[config.mk]
export PLATFORM = sky130hd
export DESIGN_NAME = tcw_cmd_queue
export DESIGN_NICKNAME = d
export VERILOG_FILES = /design/src/tcw_pkg.sv /design/src/tcw_cmd_queue.sv
export SDC_FILE = /design/constraint.sdc
export NUM_CORES = 1
export LEC_CHECK = 0
export ABC_CLOCK_PERIOD_IN_PS = 2100
export BUFFER_PORTS_ARGS = -buffer_cell sky130_fd_sc_hd__buf_4
export CAP_MARGIN = 20
export CELL_PAD_IN_SITES_DETAIL_PLACEMENT = 0
export CELL_PAD_IN_SITES_GLOBAL_PLACEMENT = 1
export CORE_MARGIN = 3
export CORE_UTILIZATION = 30
export CTS_CLUSTER_SIZE = 20
export DETAILED_ROUTE_END_ITERATION = 10
export GPL_ROUTABILITY_DRIVEN = 0
export PLACE_DENSITY = 0.66
export SLEW_MARGIN = 20
export SYNTH_ARGS = -nofsm -noshare
export SYNTH_HDL_FRONTEND = slang
export SYNTH_SLANG_ARGS = --single-unit
[constraint.sdc]
create_clock -name clk -period 2.1 [get_ports clk]
set_input_delay 0.42 -clock clk [delete_from_list [all_inputs] [get_ports clk]]
set_output_delay 0.42 -clock clk [all_outputs]
set_load 0.02 [all_outputs]
[src/tcw_pkg.sv]
// Shared types and constants for the text console writer.
// Depends on nothing; every other file in src refers to it by scoped names.
package tcw_pkg;

  localparam int COLUMNS = 80;
  localparam int ROWS    = 25;
  localparam int CELLS   = COLUMNS * ROWS;
  localparam int CUR_W   = $clog2(CELLS + 1);
  localparam int COL_W   = $clog2(COLUMNS);
  localparam int QUEUE_DEPTH = 2;

  localparam logic [7:0] BLANK   = 8'h20;
  localparam logic [7:0] NEWLINE = 8'h0a;
  localparam logic [7:0] NUL     = 8'h00;

  localparam logic [1:0] MODE_PUT   = 2'd0;
  localparam logic [1:0] MODE_BACK  = 2'd1;
  localparam logic [1:0] MODE_CLEAR = 2'd2;
  localparam logic [1:0] MODE_READ  = 2'd3;

  typedef enum logic [2:0] {
    OP_NOP       = 3'd0,
    OP_PUT       = 3'd1,
    OP_NEWLINE   = 3'd2,
    OP_BACK      = 3'd3,
    OP_CLEAR     = 3'd4,
    OP_READ      = 3'd5,
    OP_READ_NONE = 3'd6
  } op_t;

  typedef struct packed {
    op_t              op;
    logic [7:0]       ch;
    logic [CUR_W-1:0] idx;
  } cmd_t;

endpackage

[src/tcw_cmd_queue.sv]
// Short command queue between the front end and the engine.
// Depends on tcw_pkg for the command type and depth.
module tcw_cmd_queue (
  input  logic          clk,
  input  logic          rst,
  input  logic          push_valid,
  output logic          push_ready,
  input  tcw_pkg::cmd_t push_cmd,
  output logic          pop_valid,
  input  logic          pop_ready,
  output tcw_pkg::cmd_t pop_cmd
);

  localparam int PTR_W = $clog2(tcw_pkg::QUEUE_DEPTH);
  localparam int CNT_W = $clog2(tcw_pkg::QUEUE_DEPTH + 1);

  tcw_pkg::cmd_t    entries [tcw_pkg::QUEUE_DEPTH];
  logic [PTR_W-1:0] wr_ptr;
  logic [PTR_W-1:0] rd_ptr;
  logic [CNT_W-1:0] count;
  logic             do_push;
  logic             do_pop;

  assign push_ready = (count != CNT_W'(tcw_pkg::QUEUE_DEPTH));
  assign pop_valid  = (count != '0);
  assign pop_cmd    = entries[rd_ptr];
  assign do_push    = push_valid && push_ready;
  assign do_pop     = pop_valid && pop_ready;

  always_ff @(posedge clk) begin
    if (do_push) begin
      entries[wr_ptr] <= push_cmd;
    end
  end

  always_ff @(posedge clk) begin
    if (rst) begin
      wr_ptr <= '0;
      rd_ptr <= '0;
      count  <= '0;
    end else begin
      if (do_push) begin
        wr_ptr <= (wr_ptr == PTR_W'(tcw_pkg::QUEUE_DEPTH - 1)) ? '0 : wr_ptr + 1'b1;
      end
      if (do_pop) begin
        rd_ptr <= (rd_ptr == PTR_W'(tcw_pkg::QUEUE_DEPTH - 1)) ? '0 : rd_ptr + 1'b1;
      end
      if (do_push && !do_pop) begin
        count <= count + 1'b1;
      end else if (do_pop && !do_push) begin
        count <= count - 1'b1;
      end
    end
  end

endmodule

Yosys cells after proc, flatten, opt, wreduce, memory -nomap -nowiden. Memory sizes are Yosys's and may differ from the RTL's. A register that Yosys moved wholly into a read port is not among the register bits. Index checks and enable logic that the tools add are counted.

Add/subtract/negate cells: 4. Mux-type cells: 8. Reduce and logical (&&, ||, !) cells: 8. Eq/ne operators: 1.

Operator list (number): 2-to-1 mux 1 bit (6); logical AND 1 bit (4); 2-to-1 mux 2 bit (2); nonzero test 2 bit (2); adder 1 bit, second input constant (2); adder 2 x 1 -> 2 bit, second input constant (1); zero test 1 bit (2); inequality test 2 bit, second input constant (1); subtractor 2 x 1 -> 2 bit, second input constant (1).

RAM bits: 44. Output and inout port bits: 24. Word-level logic and storage cells: 25. Memories kept: 1. Register bits: 4. Input port bits: 26.

Memory list: entries (words 2, bits a word 22, rd ports 1, clocked after memory_dff 1, wr ports 1, line tcw_cmd_queue.sv:17) `tcw_pkg::cmd_t entries [tcw_pkg::QUEUE_DEPTH];`.

Longest topological paths before layout.
Depth in word-level cells: 6. Gate-level depth with buffers: 6. Mapped depth without buffers: 6.

Worst setup path after synthesis. OpenSTA, ideal clock, no wires.

Kind: flip-flop to flip-flop. From: register count[0]. To: memory entries[1][0] in the netlist's numbering (enable). Arrival time: 1336 ps. Path buffers: 0. Library setup time: 381 ps. Required time: 1719 ps. Clock period less this slack: 1716 ps. Cell stages (with the launch flop): 3. Path slack: 384 ps. Cells stage by stage: dfxtp_1 > nand2b_1 > and3_1.

Cells in the longest elaborated chain, start to end: 4.

Ends and longest elaborated chain: start, declared (line tcw_cmd_queue.sv:20) `logic [CNT_W-1:0] count;`; start signal, assigned (line tcw_cmd_queue.sv:49) `count <= count + 1'b1;`; start signal, assigned (line tcw_cmd_queue.sv:51) `count <= count - 1'b1;`; inequality test 2 bit (line tcw_cmd_queue.sv:24) `assign push_ready = (count != CNT_W'(tcw_pkg::QUEUE_DEPTH));`; net push_ready (line tcw_cmd_queue.sv:7) `output logic push_ready,`; logical AND 1 bit (line tcw_cmd_queue.sv:27) `assign do_push = push_valid && push_ready;`; 2-to-1 mux 1 bit (line tcw_cmd_queue.sv:31) `if (do_push) begin`; 2-to-1 mux 1 bit (not written as such) (line tcw_cmd_queue.sv:32) `entries[wr_ptr] <= push_cmd;`; end, declared (line tcw_cmd_queue.sv:17).

The timed path passes the listed nets, and every way through them passes these cells.

==> metrics.md <==
| Metric | Value |
|---|---|
| Status | `finished, final reports clean` |
| Final Hold Vio Count | `0` |
| Final setup vio count | `0` |
| First DRT Iteration DRCs | `30` |
| Post-CTS resize count | `0` |
| Hold/Removal Path Class | `primary input to register` |
| # rows | `27` |
| Syn nets | `119` |
| LEAKAGE | `0.888 nW` |
| Pwr Density | `1140 nW/um^2` |
| Gr usage total | `9.04%` |
| Drt drc | `0` |
| Vias | `967` |
| Core box area | `5640 sq um` |
| H-Tree Depth | `2` |
| Nature of the critical path startpoint | `register` |
| Met1 layer usage reported by global route | `10.6%` |
| Drt wl/cell | `14.1 um` |
| Library cells used by synthesis | `17` |
| Rel. slew slack | `80.5%` |
| Max-cap violation count | `0` |
| CTS clk-pin slew, worst paths | `0.08 ns` |
| Setup TNS | `0 ns` |
| Met2 GRT Util | `15.3%` |
| Largest net degree at the start of global routing | `23` |
| Slew @ Worst Pin | `0.290 ns` |
| Die area | `6970 sq um` |
| Top Ports | `50` |
| Drt total wl | `3.14 mm` |
| Min Clock Period, post-route | `1.93 ns` |
| Vias in the first global route | `982` |
| Max Buffers Root-to-Sink | `2` |
| Final worst-path cycle share | `91.9%` |
| Final hold slack | `0.310 ns` |
| Sequential cell area | `1420 sq um` |
| Worst vdd ir | `443 uV` |
| CTS tree | `yes` |
| First-pass GRT wire length | `4.93 mm` |
| Final net count | `177` |
| Die W | `83.5 um` |
| Worst skew pair latency | `0.29 ns` |
| WP data required | `1.68 ns` |
| Maximum fanout along the worst path | `20` |
| Crit path capture type | `output port` |
| Hold_buf cts | `0` |
| Multi-input logic area | `367 sq um` |
| Seq/Total Area, Yosys | `78.9%` |
| Port bufs | `49` |
| Ys Warns | `0` |
| Post-DP HPWL | `2.26 mm` |
| Clk root buf | `clkbuf_8` |
| ANT nets after route | `0` |
| Fin Clk Skew | `0.00290 ns` |
| M3 GR Usage | `3.95%` |
| CP arrival | `1.51 ns` |
| Fillers | `517` |
| Layout cell share with drive strength beyond 1 | `55.0%` |
| Num CTS Buffers | `5` |
| Max Freq | `518 MHz` |
| Crit Path Class | `register to output port` |
| Busiest grt layer | `met2` |
| R2r setup slk | `0.47 ns` |
| Fin. max-slew vios | `0` |
| 1st-pass router iterations | `3` |
| Post-CTS Setup Bufs | `0` |
| Grt ovf | `0` |
| Vias per std cell | `4.34` |
| Area Growth Syn to Fin | `31.2%` |
| Initial Utilization | `31.9%` |
| Ant. Diodes | `0` |
| Total clock sinks | `49` |
| Die Height | `83.5 um` |
| Unrepaired setup endpoints after global routing | `false` |
| Syn_area_per_cell | `19.6 sq um` |
| Synth Register Bits | `49` |
| Initial antenna violation count | `0` |
| Synthesized cell area | `1800 sq um` |
| Synthesized instance count | `92` |
## flip-flops by register name (all words and copies together), names as in the netlist, named ones only
name     cells
rd_ptr       1
wr_ptr       1
entries     44
count        2
## cell type report
| cell class | instances | area share (%) |
|---|---|---|
| Multi-Input combinational cell | 40 | 15.5 |
| Clock buffer | 7 | 3.23 |
| Timing Repair Buffer | 53 | 16.8 |
| Sequential cell | 49 | 60.1 |
| Tap cell | 72 | 3.81 |
| Inverter | 1 | 0.159 |
| Clock inverter | 1 | 0.318 |
## path summary, 6_finish.rpt
check / from / cells after the start / end
setup reg to reg: count[0]$_SDFFE_PP0P_ / 5 / count[1]$_SDFFE_PP0P_
hold reg to reg: count[1]$_SDFFE_PP0P_ / 2 / count[1]$_SDFFE_PP0P_
setup / recovery: register / 3 / pop_cmd[19]
hold / removal: push_cmd[5] / 1 / entries[0][5]$_DFFE_PP_
## per-stage QoR
| stage | worst slack, ns | utilization, % | power [W] | cells | area (sq um) |
|---|---|---|---|---|---|
| global route | 0.0787 | 41.9 | 0.00286 | 223 | 2360 |
| CTS | 0.145 | 41.9 | 0.00275 | 223 | 2360 |
| global placement | 0.498 | 40.4 | 0.00221 | 215 | 2280 |
| finish | 0.171 | 41.9 | 0.00270 | 223 | 2360 |
| detailed placement | 0.476 | 40.4 | 0.00223 | 215 | 2280 |
| floorplan | 0.384 | - | 0.00185 | 92 | 1800 |
## cell usage in the layout, fill, tap and decap left out, drive strengths merged
master	Yosys	routed
buf	2	53
edfxtp	44	44
mux2	22	22
clkbuf	0	7
dfxtp	5	5
xor2	3	3
nor2	3	3
o21ai	2	2
a21oi	2	2
nand2b	1	1
and2	1	1
or2	1	1
and3	1	1
nand3b	1	1
inv	1	1
a21bo	1	1
or3	1	1
ha	1	1
clkinvlp	0	1
## kinds of logic (layout without fill, tap and decap cells)
| logic type | after synthesis | count (layout) | synth area share [%] |
|---|---|---|---|
| buffers and inverters | 3 | 62 | 0.764 |
| flip-flops | 49 | 49 | 78.9 |
| multiplexers | 22 | 22 | 13.8 |
| adder cells (fa/ha/maj) | 1 | 1 | 0.694 |
| AND/OR/NAND/NOR | 9 | 9 | 2.78 |
| AO/OA/AOI/OAI | 5 | 5 | 1.67 |
| XOR/XNOR | 3 | 3 | 1.46 |
## synth_stat cells
master	count	area share, %
edfxtp_1	44	73
mux2_2	22	14
dfxtp_1	5	5.6
nor2_1	3	0.62
xor2_1	3	1.5
a21oi_1	2	0.56
buf_2	2	0.56
o21ai_0	2	0.56
a21bo_2	1	0.56
and2_1	1	0.35
and3_1	1	0.35
ha_1	1	0.69
inv_1	1	0.21
nand2b_1	1	0.35
nand3b_1	1	0.42
or2_2	1	0.35
or3_1	1	0.35
## per-layer routing
metal  up-vias  part of all wire, %
met3         0                  6.8
met5         -                    0
li1        466                    -
met4         0                    0
met1       469                   42
met2        32                   51
## critical path, stage by stage, from the launching register on
cell and delay, ns:
dfxtp_1 0.37, buf_4 0.30, mux2_2 0.38, buf_4 0.16
## report_power, final
group          switching (W)  internal (W)  total (W)
Clock               0.000283      0.000236   0.000519
Combinational       0.000478      0.000436   0.000913
Sequential         0.0000492       0.00122    0.00127
Note: power is estimated with default switching activity, not from simulation.
