--- src/tcw_pkg.sv ---
// Shared types and constants for the text console writer.
// Depends on nothing; every other file in src refers to it by scoped names.
package tcw_pkg;

  localparam int COLUMNS = 80;
  localparam int ROWS    = 25;
  localparam int CELLS   = COLUMNS * ROWS;
  localparam int CUR_W   = $clog2(CELLS + 1);
  localparam int COL_W   = $clog2(COLUMNS);
  localparam int QUEUE_DEPTH = 2;

  localparam logic [7:0] BLANK   = 8'h20;
  localparam logic [7:0] NEWLINE = 8'h0a;
  localparam logic [7:0] NUL     = 8'h00;

  localparam logic [1:0] MODE_PUT   = 2'd0;
  localparam logic [1:0] MODE_BACK  = 2'd1;
  localparam logic [1:0] MODE_CLEAR = 2'd2;
  localparam logic [1:0] MODE_READ  = 2'd3;

  typedef enum logic [2:0] {
    OP_NOP       = 3'd0,
    OP_PUT       = 3'd1,
    OP_NEWLINE   = 3'd2,
    OP_BACK      = 3'd3,
    OP_CLEAR     = 3'd4,
    OP_READ      = 3'd5,
    OP_READ_NONE = 3'd6
  } op_t;

  typedef struct packed {
    op_t              op;
    logic [7:0]       ch;
    logic [CUR_W-1:0] idx;
  } cmd_t;

endpackage

--- src/tcw_front.sv ---
// Front end: takes request items and classifies them into engine commands.
// Depends on tcw_pkg.
module tcw_front (
  input  logic                      req_valid,
  output logic                      req_ready,
  input  logic [1:0]                mode,
  input  logic [7:0]                character,
  input  logic [10:0]               cell_index,
  input  logic                      initializing,
  input  logic                      push_ready,
  output logic                      push_valid,
  output tcw_pkg::cmd_t             push_cmd
);

  logic in_range;

  assign in_range   = (cell_index < 11'(tcw_pkg::CELLS));
  assign req_ready  = push_ready && !initializing;
  assign push_valid = req_valid && req_ready;

  always_comb begin
    push_cmd.ch  = character;
    push_cmd.idx = tcw_pkg::CUR_W'(cell_index);
    unique case (mode)
      tcw_pkg::MODE_PUT: begin
        if (character == tcw_pkg::NUL) begin
          push_cmd.op = tcw_pkg::OP_NOP;
        end else if (character == tcw_pkg::NEWLINE) begin
          push_cmd.op = tcw_pkg::OP_NEWLINE;
        end else begin
          push_cmd.op = tcw_pkg::OP_PUT;
        end
      end
      tcw_pkg::MODE_BACK:  push_cmd.op = tcw_pkg::OP_BACK;
      tcw_pkg::MODE_CLEAR: push_cmd.op = tcw_pkg::OP_CLEAR;
      default: begin
        push_cmd.op = in_range ? tcw_pkg::OP_READ : tcw_pkg::OP_READ_NONE;
      end
    endcase
  end

endmodule

--- config.mk ---
export PLATFORM = sky130hd
export DESIGN_NAME = tcw_front
export DESIGN_NICKNAME = d
export VERILOG_FILES = /design/src/tcw_pkg.sv /design/src/tcw_front.sv
export SDC_FILE = /design/constraint.sdc
export NUM_CORES = 1
export LEC_CHECK = 0
export ABC_AREA = 1
export ABC_CLOCK_PERIOD_IN_PS = 1000
export BUFFER_PORTS_ARGS = -buffer_cell sky130_fd_sc_hd__buf_2
export CORE_AREA = 2 2 39 41
export DETAILED_ROUTE_END_ITERATION = 10
export DIE_AREA = 0 0 41 43
export PLACE_DENSITY_LB_ADDON = 0.1
export SYNTH_ARGS = -nofsm -noshare
export SYNTH_HDL_FRONTEND = slang
export SYNTH_SLANG_ARGS = --single-unit
--- constraint.sdc ---
create_clock -name vclk -period 1
set_input_delay 0.1 -clock vclk [all_inputs]
set_output_delay 0.1 -clock vclk [all_outputs]
set_load 0.05 [all_outputs]
# [Word level (Yosys, flattened, before mapping)]
# Cells that the tools add are included.
[word_totals] regBits=0 latch_bits=0 ram_bits=0 mem_bits_ro=0 in_bits=24 output_inout_bits=24 mem_count=0
[classes] addsub=0 n_mul=0 div_mod_pow=0 order_cmp=1 n_eq_ne=3 n_shift=0 muxes=4 bitwise_logic=0 reduce_logical=5
[op_table] op="less-than comparator 11 bit, second input constant" count=1
[op_table] op="case mux 3 bit (3 select lines)" count=1
[op_table] op="== test 8 x 4 -> 1 bit, second input constant" count=1
[op_table] op="logical NOT 8 bit" count=1
[op_table] op="two-way mux 2 bit" count=3
[op_table] op="== test 2 x 1 -> 1 bit, second input constant" count=1
[op_table] op="== test 2 bit, second input constant" count=1
[op_table] op="logical AND 1 bit" count=2
[op_table] op="logical NOT 2 bit" count=1
[op_table] op="logical NOT 1 bit" count=1

# [Depth between registers and ports, before layout]
# Gate-level depths: netlist of the first run.
[logic_depth] depth_word=4 depth_mapped=6 depth_no_buf=6

# [Least setup slack after synthesis of the first run]
# OpenSTA, ideal clock, no wires.
[synth_timing] path_type="input-to-output" start="in push_ready" end="out push_valid" t_arrival_ps=1282 required_ps=900 slack_ps=-382 stages=2 path_cell_list="inv_1 > nor3b_1"
[synth_via] elab_chain_cells=2
[synth_rtl] item="start: declaration" line_no="tcw_front.sv:10" source="input logic push_ready,"
[synth_rtl] item="logical AND 1 bit" line_no="tcw_front.sv:18" source="assign req_ready = push_ready && !initializing;"
[synth_rtl] item="logical AND 1 bit" line_no="tcw_front.sv:19" source="assign push_valid = req_valid && req_ready;"
[synth_rtl] item="end: declaration" line_no="tcw_front.sv:11" source="output logic push_valid,"
# Every way passes these cells.

==> impl_results.md, run 1 <==
* Worst Hold Class: in2out
* Hold path start: cell_index[0]
* Worst hold margin at 0.2000 ns
* Clock buffers at 0
* IO Count at 48
* Drt drc at 0
* Initial DRC count at 4
* Rows at 14
* Global route overflow at 0
* Fin. max-slew vios at 0
* Final setup viols at 0
* Post-route ant nets at 0
* Post-Synthesis Cells at 55
* Die ar. at 0.001763 mm^2
* Multi-input gate area at 123.9 um^2
* Port Buffers at 40
* Total Routed Length at 568 um
* Hold Path Cell Cnt at 0
* CP Capture Type: output pin
* WP buf/inv at 2
* Sequential share of power at 0
* Slowest CP cell: buf_2
* Vias/cell at 3.604
* DP HPWL at 546.1 um
* RSZ-0062 raised after global routing: false
* CP delay by family, top: simple AND/OR/NAND/NOR gates
* Hold-fix buffers, CTS at 0
* Crit path launch type: input pin
* Reg area at 0 um^2
* Pin count of the biggest net entering global routing at 5
* Diode count at 0
* Slew @ Worst Pin at 0.2502 ns
* Layout Area Growth over Synthesis at 27.54%
* Leakage dissipation at 0.0002570 uW
* Synthesized area at 295.3 um^2
* Die height at 43 um
* Power Density at 736.1 mW/mm^2
* Worst path max stage delay at 0.20 ns
* Final Hold Vio Count at 0
* Status: complete, no violations
* Seq_cells at 0
* Syn. warnings at 0
* Hold endpoint: push_cmd[0]
* GP Congestion at 0.5828
* Pwr Total at 277.2 uW
* Final worst path period share at 0.9064
* Nets at 101
* Max-slew headroom at 0.8344
* Layout cells sized above 1 at 0.5867
* Final min period at 0.9064 ns
* Sequential cell area fraction in the yosys report at 0
* Critical path, cell by cell: buf_2 -> nor2_2 -> nand2_1 -> nor2_2 -> nand2_1 -> nand2_1 -> nand2_1 -> buf_2
* Critical path required time at 0.90 ns
* Vias at 328
* Count of different cell masters after synthesis at 10
* Filler Cell Count at 160
* Switching fraction of total power at 0.7410
* Maxcap violations at 0
* Clock power share at 0
* Combinational fraction of design power at 1.000
* Maximum clock frequency at 1103 MHz
* Initial antenna violation count at 0
* Gr usage total at 0.05994
* WP data arrival at 0.81 ns
* Post-CTS setup buffers at 0
* CP max FO at 2
* Total core area at 0.001384 mm^2
* Vias in the first global route at 266
* Most used cell, CP: nand2_1
* Mapped Avg Cell Area at 5.369 um^2
* Die X at 41 um
* Fin Setup TNS at 0 ns
* Switching power at 205.4 uW
* WS Path Type: in2out
* Drt wl/cell at 6.242 um
* Max VDD drop at 0.0002031 V
* First-pass GRT wire length at 821 um
* Starting density of the core at 0.2134
* Detailed Routing Iterations Pass 1 at 3
* Int Pwr at 71.80 uW
* Synth Net Count at 79
* Post-cts resize count at 0
-- kinds of logic after synthesis --
group / Yosys count / share of synthesized area
AND/OR/NAND/NOR: 26 / 0.3856
buffers and inverters: 28 / 0.5975
AO/OA/AOI/OAI: 1 / 0.01693
-- through the flow --
step	worst slack, ns	util	instances	cell area, um^2
floorplan	0.1050	-	55	300.3
global placement	0.06366	0.2703	91	374.1
detailed placement	0.06878	0.2703	91	374.1
CTS	0.06646	0.2703	91	374.1
global route	0.01122	0.2722	91	376.6
finish	0.09356	0.2722	91	376.6
-- cells in the mapped netlist, drive strengths merged --
| master | count | area [um^2] |
|---|---|---|
| clkbuf | 1 | 3.750 |
| nand4 | 1 | 6.260 |
| nor3b | 1 | 7.510 |
| a21oi | 1 | 5.000 |
| buf | 19 | 142.6 |
| nor2 | 9 | 41.29 |
| nand2 | 13 | 48.80 |
| nand3 | 2 | 10.01 |
| inv | 8 | 30.03 |
-- power groups by stage --
| stage | sequential (uW) | clock, uW | combinational (uW) |
|---|---|---|---|
| 4_1_cts | 0 | 0 | 279 |
| 5_1_grt | 0 | 0 | 296 |
| 3_3_place_gp | 0 | 0 | 278 |
| 3_5_place_dp | 0 | 0 | 278 |
| 6_report | 0 | 0 | 277 |
| 2_1_floorplan | 0 | 0 | 277 |
-- routing by layer --
layer | vias up | track usage | share of wire
met5 | - | 0 | 0
met3 | 0 | 0 | 0.13
met2 | 17 | 0.1281 | 0.48
met4 | 0 | 0 | 0
li1 | 183 | - | -
met1 | 128 | 0.06013 | 0.39
-- cells in the final DEF, fill, tap and decap left out --
cell type,instances
nand2_1,13
buf_2,39
nand4_1,1
nor2_2,3
inv_1,8
nor2_1,6
nor3b_2,1
a21oi_1,1
clkbuf_4,1
nand3_1,2
-- worst max path at each step --
stage,startpoint,end,slack [ns],cells past startpoint
final,character[7],push_cmd[19],0.09,8
after global routing,character[0],push_cmd[20],0.01,7
after CTS,character[2],push_cmd[20],0.07,7
after detailed placement,character[2],push_cmd[20],0.07,7
after global placement,character[2],push_cmd[20],0.06,7
after floorplan,push_ready,push_valid,0.11,2
-- final cells by class --
class | instances | area share
repair buffers | 40 | 0.5382
well taps | 16 | 0.05316
inverters | 8 | 0.07973
multi-input cells | 27 | 0.3289
(Power assumes the default switching activity.)
==> run 2: changes to the inputs <==
--- a/config.mk
+++ b/config.mk
@@ -7,7 +7,7 @@
 export LEC_CHECK = 0
 export ABC_AREA = 1
 export ABC_CLOCK_PERIOD_IN_PS = 1000
-export BUFFER_PORTS_ARGS = -buffer_cell sky130_fd_sc_hd__buf_2
+export BUFFER_PORTS_ARGS = -buffer_cell sky130_fd_sc_hd__clkbuf_2
 export CORE_AREA = 2 2 39 41
 export DETAILED_ROUTE_END_ITERATION = 10
 export DIE_AREA = 0 0 41 43
==> impl_results.md, run 2 (synthesis gave the netlist of run 1 again) <==
* Drt drc at 0
* Critical path, cell by cell: clkbuf_2 -> nor2_2 -> nand2_1 -> nor2_2 -> nand2_1 -> nand2_1 -> nand2_1 -> buf_2
* Max-slew headroom at 0.8157
* RSZ-0062 raised after global routing: false
* Worst setup path startpoint: character[5]
* Layout cells sized above 1 at 0.5867
* Fin. max-slew vios at 0
* Commonest cells after routing, fill and taps aside: 38 x clkbuf_2, 13 x nand2_1, 8 x inv_1
* Worst Hold Class: in2out
* Crit path launch type: input pin
* CP delay by family, top: simple AND/OR/NAND/NOR gates
* WS Path Type: in2out
* Commonest non-fill, non-tap cell in the layout: clkbuf_2
* GP Congestion at 0.5810
* Detailed Routing Iterations Pass 1 at 2
* Pwr Total at 277.2 uW
* Most used cell, CP: nand2_1
* Multi-input gate area at 123.9 um^2
* Post-place instance area at 374.1 um^2
* Filler Cell Count at 175
* Drt wl/cell at 6.176 um
* Total Routed Length at 562 um
* Final core occ at 0.2722
* Vias/cell at 3.484
* Worst path max stage delay at 0.20 ns
* Pin count of the biggest net entering global routing at 5
* First-pass GRT wire length at 752 um
* IO Count at 48
* Die ar. at 0.001763 mm^2
* Max VDD drop at 0.0001911 V
* Die height at 43 um
* Vias in the first global route at 229
* Final min period at 0.8925 ns
* Critical path required time at 0.90 ns
* Global route overflow at 0
* Slowest CP cell: buf_2
* Rows at 14
* Status: complete, no violations
* Layout Area Growth over Synthesis at 27.54%
* Worst setup margin at 0.1075 ns
* Leakage dissipation at 0.0002639 uW
* Seq_cells at 0
* CP max FO at 2
* Final Hold Vio Count at 0
* Power Density at 736.0 mW/mm^2
* Design area at 376.6 um^2
* Starting density of the core at 0.2134
* Placement Setup Slack at 0.05560 ns
* Reg area at 0 um^2
* Nets at 101
* Slew @ Worst Pin at 0.2777 ns
* Final setup viols at 0
* WP data arrival at 0.79 ns
* Fin Setup TNS at 0 ns
* Vias at 317
* WP buf/inv at 2
* Post-route ant nets at 0
* Clock buffers at 0
* Die X at 41 um
* CP Capture Type: output pin
* Maximum clock frequency at 1120 MHz
* Hold path start: cell_index[0]
* Port Buffers at 40
* Initial DRC count at 1
* Diode count at 0
* Maxcap violations at 0
* Final worst path period share at 0.8925
* Total core area at 0.001384 mm^2
* Initial antenna violation count at 0
* Gr usage total at 0.05495
## run 2: cell types whose count changed in the layout (fill, tap and decap cells not counted), sizes merged
| cell | delta |
|---|---|
| buf | -38 |
| clkbuf | +38 |
## run 2: routing by layer
layer | GRT usage | vias to the layer above | wire length, um
li1 | - | 186 | -
met1 | 0.06013 | 114 | 225
met2 | 0.1125 | 17 | 262
met3 | 0 | 0 | 75
met4 | 0 | 0 | 0
met5 | 0 | - | 0
## run 2: final cells by class
class | instances | share of cell area
Timing Repair Buffer | 40 | 0.5382
Multi-Input combinational cell | 27 | 0.3289
Inverter | 8 | 0.07973
Tap cell | 16 | 0.05316
## run 2: final timing paths
path                       end  cells after the start
setup / recovery  push_cmd[19]                      8
hold / removal     push_cmd[0]                      0
## run 2: what timing repair did
item	CTS	global route
buffers inserted	0	0
resized for setup	0	3
endpoints found under the setup margin	0	2
hold buffers	0	0
## run 2: power breakdown
group / switching (uW) / internal, uW / total (uW)
Combinational: 207 / 70.6 / 277
Clock: 0 / 0 / 0
Sequential: 0 / 0 / 0
Total: 207 / 70.6 / 277
## run 2: through the flow
step | hold WS [ns] | std cells
floorplan | 0.3017 | 55
CTS | 0.2006 | 91
detailed placement | 0.2006 | 91
global placement | 0.2006 | 91
global route | 0.2001 | 91
finish | 0.2000 | 91
==> run 3: changes to the inputs <==
--- a/config.mk
+++ b/config.mk
@@ -12,6 +12,7 @@
 export DETAILED_ROUTE_END_ITERATION = 10
 export DIE_AREA = 0 0 41 43
 export PLACE_DENSITY_LB_ADDON = 0.1
+export REMOVE_ABC_BUFFERS = 1
 export SYNTH_ARGS = -nofsm -noshare
 export SYNTH_HDL_FRONTEND = slang
 export SYNTH_SLANG_ARGS = --single-unit
==> impl_results.md, run 3 (synthesis gave the netlist of run 1 again) <==
* Status: complete, no violations
* Final worst path period share at 0.8650
* Commonest non-fill, non-tap cell in the layout: clkbuf_2
* WS Path Type: in2out
* Design area at 377.9 um^2
* Die height at 43 um
* Starting density of the core at 0.2134
* Maximum clock frequency at 1156 MHz
* Fin. max-slew vios at 0
* Drt wl/cell at 6.418 um
* Seq_cells at 0
* Final setup viols at 0
* Placement Setup Slack at 0.05105 ns
* Slew @ Worst Pin at 0.2798 ns
* Most used cell, CP: nand2_1
* Hold-fix buffers, CTS at 0
* Multi-input gate area at 118.9 um^2
* CP delay by family, top: simple AND/OR/NAND/NOR gates
* Worst Hold Class: in2out
* CP max FO at 2
* Worst setup margin at 0.1350 ns
* Commonest cells after routing, fill and taps aside: 38 x clkbuf_2, 13 x nand2_1, 8 x inv_1
* Inst Count DP at 91
* Post-place instance area at 369.1 um^2
* Crit path launch type: input pin
* WP buf/inv at 2
* Drt drc at 0
* Vias/cell at 3.769
* Total Routed Length at 584 um
* Layout cells sized above 1 at 0.5733
* Initial DRC count at 3
* Rows at 14
* Final min period at 0.8650 ns
* First-pass GRT wire length at 793 um
* CP Capture Type: output pin
* Max VDD drop at 0.0002333 V
* Worst path max stage delay at 0.15 ns
* Layout Area Growth over Synthesis at 27.97%
* Clock buffers at 0
* Global route overflow at 0
* Final Hold Vio Count at 0
* Detailed Routing Iterations Pass 1 at 2
* Pin count of the biggest net entering global routing at 5
* Slowest CP cell: buf_6
* WP data arrival at 0.77 ns
* Nets at 101
* Vias at 343
* Vias in the first global route at 236
* Pwr Total at 280.8 uW
* Diode count at 0
* RSZ-0062 raised after global routing: false
* Port Buffers at 40
* IO Count at 48
* Critical path required time at 0.90 ns
* Filler Cell Count at 161
* Die X at 41 um
* Gr usage total at 0.05894
* Power Density at 743.1 mW/mm^2
* Reg area at 0 um^2
* Leakage dissipation at 0.0002645 uW
* GP Congestion at 0.5988
* Non-filler cells, final at 91
* Max-slew headroom at 0.8143
* Post-route ant nets at 0
* Initial antenna violation count at 0
* Total core area at 0.001384 mm^2
* Critical path, cell by cell: clkbuf_2 -> nor2_2 -> nand2_1 -> nor2_2 -> nand2_1 -> nand2_1 -> nand2_1 -> buf_6
* Maxcap violations at 0
* DP HPWL at 566.9 um
* Die ar. at 0.001763 mm^2
run 3: cell type report:
cell class / count / area share
Tap cell: 16 / 0.05298
Timing Repair Buffer: 40 / 0.5530
Inverter: 8 / 0.07947
Multi-Input combinational cell: 27 / 0.3146
run 3: worst paths after layout:
path  slack, ns          start  cells after the start      endpoint
min        0.20  cell_index[2]                      0   push_cmd[2]
max        0.13   character[7]                      8  push_cmd[19]
run 3: metal layers:
layer / GRT usage / share of wire / vias to the layer above
li1: - / - / 187
met1: 0.06962 / 0.40 / 133
met2: 0.1094 / 0.48 / 23
met3: 0.01047 / 0.13 / 0
met4: 0 / 0 / 0
met5: 0 / 0 / -
run 3: stage by stage:
step | setup TNS (ns) | util | hold slack, ns
after floorplan | -0.3817 | - | 0.2000
after global placement | 0 | 0.2667 | 0.2004
after detailed placement | 0 | 0.2667 | 0.2004
after CTS | 0 | 0.2667 | 0.2004
after global routing | 0 | 0.2731 | 0.2003
final | 0 | 0.2731 | 0.2003
run 3: what timing repair did:
| item | CTS | global route |
|---|---|---|
| gates resized for setup | 0 | 6 |
| setup buffers | 0 | 0 |
| setup endpoints to repair | 0 | 2 |
run 3: power by group:
part | switching (uW) | internal, uW
sequential | 0 | 0
combinational | 207 | 73.3
clock | 0 | 0
